### config.mk
export PLATFORM = sky130hd
export DESIGN_NAME = cns_queue
export DESIGN_NICKNAME = d
export VERILOG_FILES = /design/src/rtl/core/cns_pkg.sv /design/src/rtl/core/cns_queue.sv
export SDC_FILE = /design/constraint.sdc
export NUM_CORES = 1
export LEC_CHECK = 0
export BUFFER_PORTS_ARGS = -buffer_cell sky130_fd_sc_hd__buf_2
export CORE_ASPECT_RATIO = 0.6
export CORE_MARGIN = 2
export CORE_UTILIZATION = 48
export CTS_CLUSTER_SIZE = 14
export DETAILED_ROUTE_END_ITERATION = 6
export GPL_ROUTABILITY_DRIVEN = 0
export GPL_TIMING_DRIVEN = 0
export PLACE_DENSITY_LB_ADDON = 0.25
export SYNTH_ARGS = -nofsm -noshare
export SYNTH_HDL_FRONTEND = slang
export SYNTH_SLANG_ARGS = --single-unit
### constraint.sdc
create_clock -name i_clk -period 2.5 [get_ports i_clk]
set_clock_uncertainty 0.15 [all_clocks]
set_input_delay 0.5 -clock i_clk [delete_from_list [all_inputs] [get_ports i_clk]]
set_output_delay 0.5 -clock i_clk [all_outputs]
set_load 0.005 [all_outputs]
### src/rtl/core/cns_pkg.sv
// Shared constants and types of the five-point stencil sum block.
package cns_pkg;

    localparam int DEF_MAX_ROWS    = 1024;
    localparam int DEF_MAX_COLS    = 1024;
    localparam int DEF_SAMPLE_BITS = 16;

    localparam int CFG_DATA_W  = 11;
    localparam int QUEUE_DEPTH = 4;

    localparam logic [CFG_DATA_W-1:0] RST_COLS = 11'd4;
    localparam logic [CFG_DATA_W-1:0] RST_ROWS = 11'd3;

    typedef enum logic [0:0] {
        CFG_COLS = 1'b0,
        CFG_ROWS = 1'b1
    } t_cfg_idx;

    // Which of the three possible results one word produces.
    typedef struct packed {
        logic up_cell;     // cell one row above the incoming sample
        logic left_cell;   // last row, cell one column to the left
        logic final_cell;  // last cell of the frame
    } t_emit;

endpackage

### src/rtl/core/cns_queue.sv
// Small FIFO between the front end and the result sequencer.
module cns_queue import cns_pkg::*; #(
    parameter int WIDTH = 8,
    parameter int DEPTH = QUEUE_DEPTH
) (
    input  logic             i_clk,
    input  logic             i_rst_n,
    input  logic             i_push_valid,
    output logic             o_push_ready,
    input  logic [WIDTH-1:0] i_data,
    output logic             o_pop_valid,
    input  logic             i_pop_ready,
    output logic [WIDTH-1:0] o_data
);

    localparam int PTR_W = (DEPTH > 1) ? $clog2(DEPTH) : 1;
    localparam int CNT_W = $clog2(DEPTH + 1);

    logic [WIDTH-1:0] r_mem [DEPTH];
    logic [PTR_W-1:0] r_wr_ptr, r_rd_ptr;
    logic [CNT_W-1:0] r_count;
    logic             push, pop;

    assign o_push_ready = (r_count != CNT_W'(DEPTH));
    assign o_pop_valid  = (r_count != '0);
    assign o_data       = r_mem[r_rd_ptr];
    assign push         = i_push_valid && o_push_ready;
    assign pop          = o_pop_valid && i_pop_ready;

    always_ff @(posedge i_clk) begin
        if (!i_rst_n) begin
            r_wr_ptr <= '0;
            r_rd_ptr <= '0;
            r_count  <= '0;
        end else begin
            if (push) begin
                r_wr_ptr <= (r_wr_ptr == PTR_W'(DEPTH - 1)) ? '0 : r_wr_ptr + 1'b1;
            end
            if (pop) begin
                r_rd_ptr <= (r_rd_ptr == PTR_W'(DEPTH - 1)) ? '0 : r_rd_ptr + 1'b1;
            end
            if (push && !pop) begin
                r_count <= r_count + 1'b1;
            end else if (pop && !push) begin
                r_count <= r_count - 1'b1;
            end
        end
    end

    always_ff @(posedge i_clk) begin
        if (push) begin
            r_mem[r_wr_ptr] <= i_data;
        end
    end

endmodule

==> metrics.txt <==
Hold Fails Final Rpt=0; NetSw=0.510 mW; Pre-antenna DRT Iters=4; crit path DAT=2.44 ns; most frequent cells in the layout=32 x edfxtp_1, 23 x buf_2, 8 x mux4_2, 6 x dfxtp_1; CTS Buf Count=5; fillers=260; drt drc=0; Clk Latency, worst-skew pair=0.28 ns; Power Internal=1.32 mW; share of the synthesized area in the top cell type=58.8%; pin count of the biggest net entering global routing=13; post-DP HPWL=1.87 mm; Power, Total=1.83 mW; clk sink count=41; CTS Root Cell=clkbuf_8; Final setup viols=0; PwrDens=960 nW/um^2; Placed Cells=159; startpoint types=flip-flop; outcome=finished clean; Area contributors post-synth=edfxtp_1 59%, dfxtp_1 11%, mux4_2 11%; area leader, netlist=edfxtp_1; Overall Global Routing Usage=15.3%; share of cells above drive strength 1=40.2%; Leak=0.689 nW; die area=3910 um^2; library cells used by synthesis=26; Inserted Diodes=0; mean routed wirelength per cell=15.6 um; post-route ant nets=0; num rows=16; post-synthesis sequential area ratio=69.8%; final setup margin=0.122 ns; mapped cell area=1640 um^2; crit path max fanout=7; Via density=5.23; final instance area=1900 um^2; Placement Cell Area=1800 um^2; most common cell after layout, fill and taps aside=edfxtp_1; clock group share of total power=21.5%; CP required=2.56 ns; Max Freq=0.421 GHz; combinational power share=28.2%; worst min path class=in2reg; nets=140; wire length of the first global-routing pass=4.24 mm; Max-Cap Viols=0; final std cells w/o fill=167; syn_area_per_cell=17.6 um^2; Die Y=49.2 um; initial antenna violation count=0; hold buffer count at CTS=0; Reg clk slew, reported paths=0.07 ns; CTS tree=built; pre-CTS setup slack=-0.0865 ns; fin crit share=95.1%; synthesized net count=112; IO Count=22; CTS H-tree depth=2; I/O Buffers=21; DR vias=873; Clock Path Buffers=2; gr ovfl total=0; CP Class=reg2reg; Max Slew Vio Count=0; Seq pwr share=50.3%; Peak VDD IR=0.000481 V; First DRT Iteration DRCs=31; Gate Count Post-Synth=93; Final min period=2.38 ns; Starting Density=50.1%; Die Span X=79.4 um; Area Growth Syn to Fin=16.4%; Ys Warns=0; actual slew at the worst max-slew pin=0.519 ns; CORE AREA=3260 um^2; final WL=2.60 mm; Crit. End Element=flip-flop; vias in the first global route=890; Switching Share=28.0%; synthesized flop and latch total=41; max_slew headroom=65.4%
## synthesized netlist by cell type
cell type / number
a21boi_0: 1
and2_1: 1
and2_4: 1
and3_2: 4
buf_1: 1
buf_2: 1
clkbuf_1: 1
clkbuf_2: 1
dfxtp_1: 9
edfxtp_1: 32
fa_1: 1
ha_1: 6
inv_1: 3
mux2i_1: 2
mux4_2: 8
nand2_1: 5
nand3_1: 2
nand4_1: 1
nor2_1: 2
nor2b_1: 1
o21ai_0: 4
o31ai_1: 1
or3_2: 2
or3b_1: 1
xnor2_1: 1
xor2_1: 1
## cells by family (layout without fill, tap and decap cells)
kind of cell | after synthesis | count (layout) | synth area share (%)
flip-flops | 41 | 41 | 69.8
buffers and inverters | 7 | 36 | 1.76
multiplexers | 10 | 10 | 12.2
AO/OA/AOI/OAI | 6 | 6 | 2.14
adder cells (fa/ha/maj) | 7 | 7 | 5.81
AND/OR/NAND/NOR | 20 | 20 | 7.19
XOR/XNOR | 2 | 2 | 1.07
## cell type report
type	count	area (um^2)	area share, %
Sequential cell	41	1150	60.4
Multi-Input combinational cell	45	482	25.3
Timing Repair Buffer	21	105	5.52
Clock buffer	5	68.8	3.62
Tap cell	45	56.3	2.96
Buffer	4	17.5	0.920
Clock inverter	3	12.5	0.657
Inverter	3	11.3	0.592
## power by group through the flow
stage | combinational, mW | clock (mW) | sequential [mW]
final | 0.514 | 0.393 | 0.919
after global routing | 0.589 | 0.433 | 0.932
after CTS | 0.514 | 0.404 | 0.903
after detailed placement | 0.509 | 0 | 0.913
after global placement | 0.486 | 0 | 0.904
after floorplan | 0.356 | 0 | 0.896
## per-layer routing
metal,GRT usage [%],part of all wire [%],vias to the layer above
met5,0,0,-
met4,7.18,1.5,0
met3,5.74,4.8,6
met2,23.6,47,19
met1,19.4,47,436
li1,-,-,412
## sequential cells by signal, summed over array words and instances (netlist names), named ones only
register,flops
r_mem,32
r_count,3
r_wr_ptr,2
r_rd_ptr,2
## worst paths after layout
path	cells past startpoint	startpoint	slack (ns)	to
worst min register to register	2	r_wr_ptr[1]	0.36	r_wr_ptr[1]
worst max register to register	9	r_count[0]	0.12	r_count[2]
worst min-delay path	1	i_data[3]	0.28	r_mem[1][3]
worst max-delay path	9	r_count[0]	0.12	r_count[2]
## critical path: stages, from the launching register on
cell	delay, ns
dfxtp_4	0.39
or3b_1	0.12
buf_2	0.15
and2_4	0.17
ha_2	0.18
inv_1	0.05
fa_1	0.37
xor2_1	0.16
or3_2	0.41
a21boi_0	0.16
## metrics by stage
stage                     hold WS [ns]  utilization (%)  setup TNS [ns]
after detailed placement         0.357             55.1         -0.0865
after global placement           0.335             55.1               0
after floorplan                  0.318                -               0
after CTS                        0.269             57.7               0
after global routing             0.271             58.3        -0.00188
final                            0.279             58.3               0
## what timing repair did
action | 4_1_cts | 5_1_grt
endpoints found under the setup margin | 1 | 1
buffers inserted | 0 | 0
gates resized for setup | 2 | 7
Note: power is estimated with default switching activity, not from simulation.
