[config.mk]
export PLATFORM = sky130hd
export DESIGN_NAME = cns_back
export DESIGN_NICKNAME = d
export VERILOG_FILES = /design/src/rtl/core/cns_pkg.sv /design/src/rtl/core/cns_back.sv
export SDC_FILE = /design/constraint.sdc
export NUM_CORES = 1
export LEC_CHECK = 0
export BUFFER_PORTS_ARGS = -buffer_cell sky130_fd_sc_hd__buf_2
export CAP_MARGIN = 0
export CELL_PAD_IN_SITES_DETAIL_PLACEMENT = 1
export CELL_PAD_IN_SITES_GLOBAL_PLACEMENT = 1
export CORE_UTILIZATION = 33
export DETAILED_ROUTE_END_ITERATION = 16
export HOLD_SLACK_MARGIN = 0.08
export PLACE_DENSITY_LB_ADDON = 0.05
export SYNTH_ARGS = -nofsm -noshare
export SYNTH_HDL_FRONTEND = slang
export SYNTH_SLANG_ARGS = --single-unit
[constraint.sdc]
create_clock -name i_clk -period 5.2 [get_ports i_clk]
set_clock_uncertainty 0.2 [all_clocks]
set_input_delay 0.26 -clock i_clk [delete_from_list [all_inputs] [get_ports i_clk]]
set_output_delay 0.26 -clock i_clk [all_outputs]
set_load 0.05 [all_outputs]
[src/rtl/core/cns_pkg.sv]
// Shared constants and types of the five-point stencil sum block.
package cns_pkg;

    localparam int DEF_MAX_ROWS    = 1024;
    localparam int DEF_MAX_COLS    = 1024;
    localparam int DEF_SAMPLE_BITS = 16;

    localparam int CFG_DATA_W  = 11;
    localparam int QUEUE_DEPTH = 4;

    localparam logic [CFG_DATA_W-1:0] RST_COLS = 11'd4;
    localparam logic [CFG_DATA_W-1:0] RST_ROWS = 11'd3;

    typedef enum logic [0:0] {
        CFG_COLS = 1'b0,
        CFG_ROWS = 1'b1
    } t_cfg_idx;

    // Which of the three possible results one word produces.
    typedef struct packed {
        logic up_cell;     // cell one row above the incoming sample
        logic left_cell;   // last row, cell one column to the left
        logic final_cell;  // last cell of the frame
    } t_emit;

endpackage

[src/rtl/core/cns_back.sv]
// Back end: walks the results of one queued word and holds the output register.
module cns_back import cns_pkg::*; #(
    parameter int ROW_W = 10,
    parameter int COL_W = 10,
    parameter int SUM_W = 19
) (
    input  logic                    i_clk,
    input  logic                    i_rst_n,
    input  logic                    i_q_valid,
    output logic                    o_q_ready,
    input  t_emit                   i_emit,
    input  logic signed [SUM_W-1:0] i_sum_up,
    input  logic signed [SUM_W-1:0] i_sum_left,
    input  logic signed [SUM_W-1:0] i_sum_final,
    input  logic [ROW_W-1:0]        i_row,
    input  logic [COL_W-1:0]        i_col,
    output logic                    o_valid,
    input  logic                    i_ready,
    output logic signed [SUM_W-1:0] o_neighbour_sum,
    output logic [ROW_W-1:0]        o_out_row,
    output logic [COL_W-1:0]        o_out_col,
    output logic                    o_run_last,
    output logic                    o_frame_end
);

    t_emit r_done, pend, pick;
    logic  r_valid, load, is_last;
    logic signed [SUM_W-1:0] sel_sum;
    logic [ROW_W-1:0]        sel_row;
    logic [COL_W-1:0]        sel_col;

    always_comb begin
        pend            = t_emit'(i_emit & ~r_done);
        pick.up_cell    = pend.up_cell;
        pick.left_cell  = !pend.up_cell && pend.left_cell;
        pick.final_cell = !pend.up_cell && !pend.left_cell && pend.final_cell;
        is_last         = (t_emit'(pend & ~pick) == '0);

        sel_sum = i_sum_final;
        sel_row = i_row;
        sel_col = i_col;
        if (pick.up_cell) begin
            sel_sum = i_sum_up;
            sel_row = i_row - ROW_W'(1);
        end else if (pick.left_cell) begin
            sel_sum = i_sum_left;
            sel_col = i_col - COL_W'(1);
        end
    end

    assign load      = i_q_valid && (!r_valid || i_ready);
    assign o_q_ready = load && is_last;
    assign o_valid   = r_valid;

    always_ff @(posedge i_clk) begin
        if (!i_rst_n) begin
            r_valid <= 1'b0;
            r_done  <= '0;
        end else if (load) begin
            r_valid <= 1'b1;
            r_done  <= is_last ? t_emit'('0) : t_emit'(r_done | pick);
        end else if (i_ready) begin
            r_valid <= 1'b0;
        end
    end

    always_ff @(posedge i_clk) begin
        if (load) begin
            o_neighbour_sum <= sel_sum;
            o_out_row       <= sel_row;
            o_out_col       <= sel_col;
            o_run_last      <= is_last;
            o_frame_end     <= pick.final_cell;
        end
    end

endmodule

==> run metrics <==
via count=1967; Hold Worst Slack=0.0932 ns; cell taking the most area after synthesis=edfxtp_1; FF+latch count, synth=45; Routed Antenna Nets=0; Yosys top cell area share=0.574; startpoint class of the critical path=input port; Bufs on Longest Clock Path=2; min-delay src=i_col[8]; Gate power share=0.256; htree depth=2; clk_lat worst skew=0.29 ns; GR Util All Layers=0.178; area of the multi-input gates=781 sq um; Cells after Synth=205; TNS Setup=0 ns; initial antenna violation count=0; Critical Path AT=2.22 ns; syn_nets=291; die width=82.6 um; antenna diode count=0; synthesized cell area=2140 sq um; routed len/inst=13.8 um; Synth Warn #=0; vias in the first global route=2011; Max-Slew Margin vs Limit=0.384; number of enable flip-flop cells after synthesis=41; sequential cell area fraction in the yosys report=0.611; CP Max Fanout=44; Sink Count=45; num ports=127; Hold Vio Cnt, Final=0; leakage=1.35 nW; share of cells above drive strength 1=0.399; Worst-path clk slew=0.08 ns; IO buf count=126; Layout fillers=768; switching power share of the total=0.321; Seq pwr share=0.506; HP Class=in -> reg; top post-synthesis cells by count=46 x nand2_1, 41 x edfxtp_1, 24 x nor2_1; fin crit share=0.516; Syn-to-layout area delta=40.0%; grt total ovfl=0; reg-to-reg startpoint=r_done[2]; Clk pwr share=0.237; num rows=29; crit path kind=in -> out; Most used DFF post-synth=edfxtp_1; Die H=82.6 um; first-pass GRT wire length=8990 um; die footprint=6830 sq um; Setup crit start=i_q_valid; RePlAce Congestion=0.708; Post-DP HPWL=4230 um; DRC=0; layout net count=423; Netlist cell types=27; RSZ-0062 raised after global routing=false; ys async rst share=0; max cap viols=0; Switching Power=0.275 mW; CTS root buffer=clkbuf_8; drt total wl=5730 um; drt initial violations=62; Final setup viols=0; Cell Pwr Density=286 nW/um^2; Max Slew Vio Count=0; peak supply drop=118 uV; Worst Tran Pin Value=0.920 ns; fin crit period=2.68 ns; Internal Pwr Total=0.583 mW; Critical Path RT=4.74 ns; Synth area leaders=edfxtp_1 57%, nand2_1 8.1%, a31oi_1 5.5%; Fmax=373 MHz; CP endpoint kind=output pin; drt first pass iters=4; via density per instance=4.74; Syn Area/Cell=10.5 sq um; CTS tree=built; status=complete, no violations; largest net degree at the start of global routing=47; Initial Utilization=0.340; FF/Latch Area=1310 sq um; most common cell in the synthesized netlist=nand2_1; CTS buffer count=5; core area=6310 sq um
state kept, by name, summed over array words and instances (netlist names):
signal and cells:
o_neighbour_sum 19, o_out_col 10, o_out_row 10, r_done 3
o_frame_end 1, o_run_last 1, o_valid 1
final cells by class:
cell class                 instances  share of cell area
clock buffer                       5              0.0229
clock inverter                     3             0.00417
inverter                           6             0.00750
multi-input combinational        145               0.260
sequential                        45               0.437
tap                               77              0.0321
timing repair buffer             134               0.237
stage by stage:
stage | util | cell area (sq um) | std cells | power [mW] | setup WS, ns
6_report | 0.476 | 3000 | 415 | 0.858 | 2.52
3_3_place_gp | 0.450 | 2840 | 399 | 0.656 | 2.86
2_1_floorplan | - | 2140 | 205 | 0.587 | 2.63
5_1_grt | 0.476 | 3000 | 415 | 0.905 | 2.33
4_1_cts | 0.476 | 3000 | 415 | 0.872 | 2.48
3_5_place_dp | 0.450 | 2840 | 399 | 0.661 | 2.82
path summary, 6_finish.rpt:
| kind | end | slack [ns] | cells past startpoint |
|---|---|---|---|
| min | o_out_col[8] | 0.09 | 2 |
| max | o_q_ready | 2.52 | 6 |
| min reg2reg | r_done[0] | 0.29 | 1 |
| max reg2reg | o_out_col[9] | 2.92 | 4 |
metal layers:
| layer | track usage | part of all wire | vias up |
|---|---|---|---|
| met1 | 0.187 | 0.40 | 911 |
| met3 | 0.0681 | 0.084 | 4 |
| met2 | 0.328 | 0.51 | 70 |
| met4 | 0.0517 | 0.0089 | 0 |
| li1 | - | - | 982 |
| met5 | 0 | 0 | - |
power by group through the flow:
stage	logic [mW]	registers, mW	clock network [mW]
after floorplan	0.0571	0.530	0
after global placement	0.214	0.442	0
after detailed placement	0.217	0.443	0
after CTS	0.223	0.435	0.214
after global routing	0.239	0.438	0.227
final	0.220	0.434	0.204
critical path, cell delays in order:
cell and delay [ns]:
dlygate4sd3_1 0.54, buf_2 0.11, nand2_1 0.10, inv_2 0.69
and2_1 0.24, buf_2 0.26
cells in the final DEF, fill, tap and decap left out, types with 2 or more instances in the layout:
| cell type | synthesis | routed |
|---|---|---|
| a21boi_0 | 3 | 3 |
| a31oi_1 | 19 | 19 |
| buf_2 | 1 | 126 |
| clkbuf_8 | 0 | 5 |
| clkinv_1 | 0 | 2 |
| dfxtp_1 | 4 | 4 |
| dlygate4sd3_1 | 0 | 8 |
| edfxtp_1 | 41 | 41 |
| ha_1 | 2 | 2 |
| inv_1 | 6 | 5 |
| nand2_1 | 46 | 46 |
| nand2b_1 | 4 | 3 |
| nand3_1 | 4 | 4 |
| nor2_1 | 24 | 24 |
| nor3_1 | 7 | 7 |
| nor4_1 | 3 | 3 |
| o21ai_0 | 5 | 5 |
| or3_1 | 2 | 2 |
| xnor2_1 | 6 | 6 |
| xor2_1 | 11 | 11 |
timing repair:
| action | CTS | global route |
|---|---|---|
| gates resized for setup | 0 | 0 |
| hold endpoints to repair | 9 | 0 |
| buffers inserted | 0 | 0 |
| hold buffers | 8 | 0 |
logic make-up after synthesis:
group                    share of synthesized area
AND/OR/NAND/NOR                              0.197
flip-flops                                   0.611
AO/OA/AOI/OAI                               0.0840
XOR/XNOR                                    0.0694
buffers and inverters                       0.0268
adder cells (fa/ha/maj)                     0.0117
Note: power is estimated with default switching activity, not from simulation.
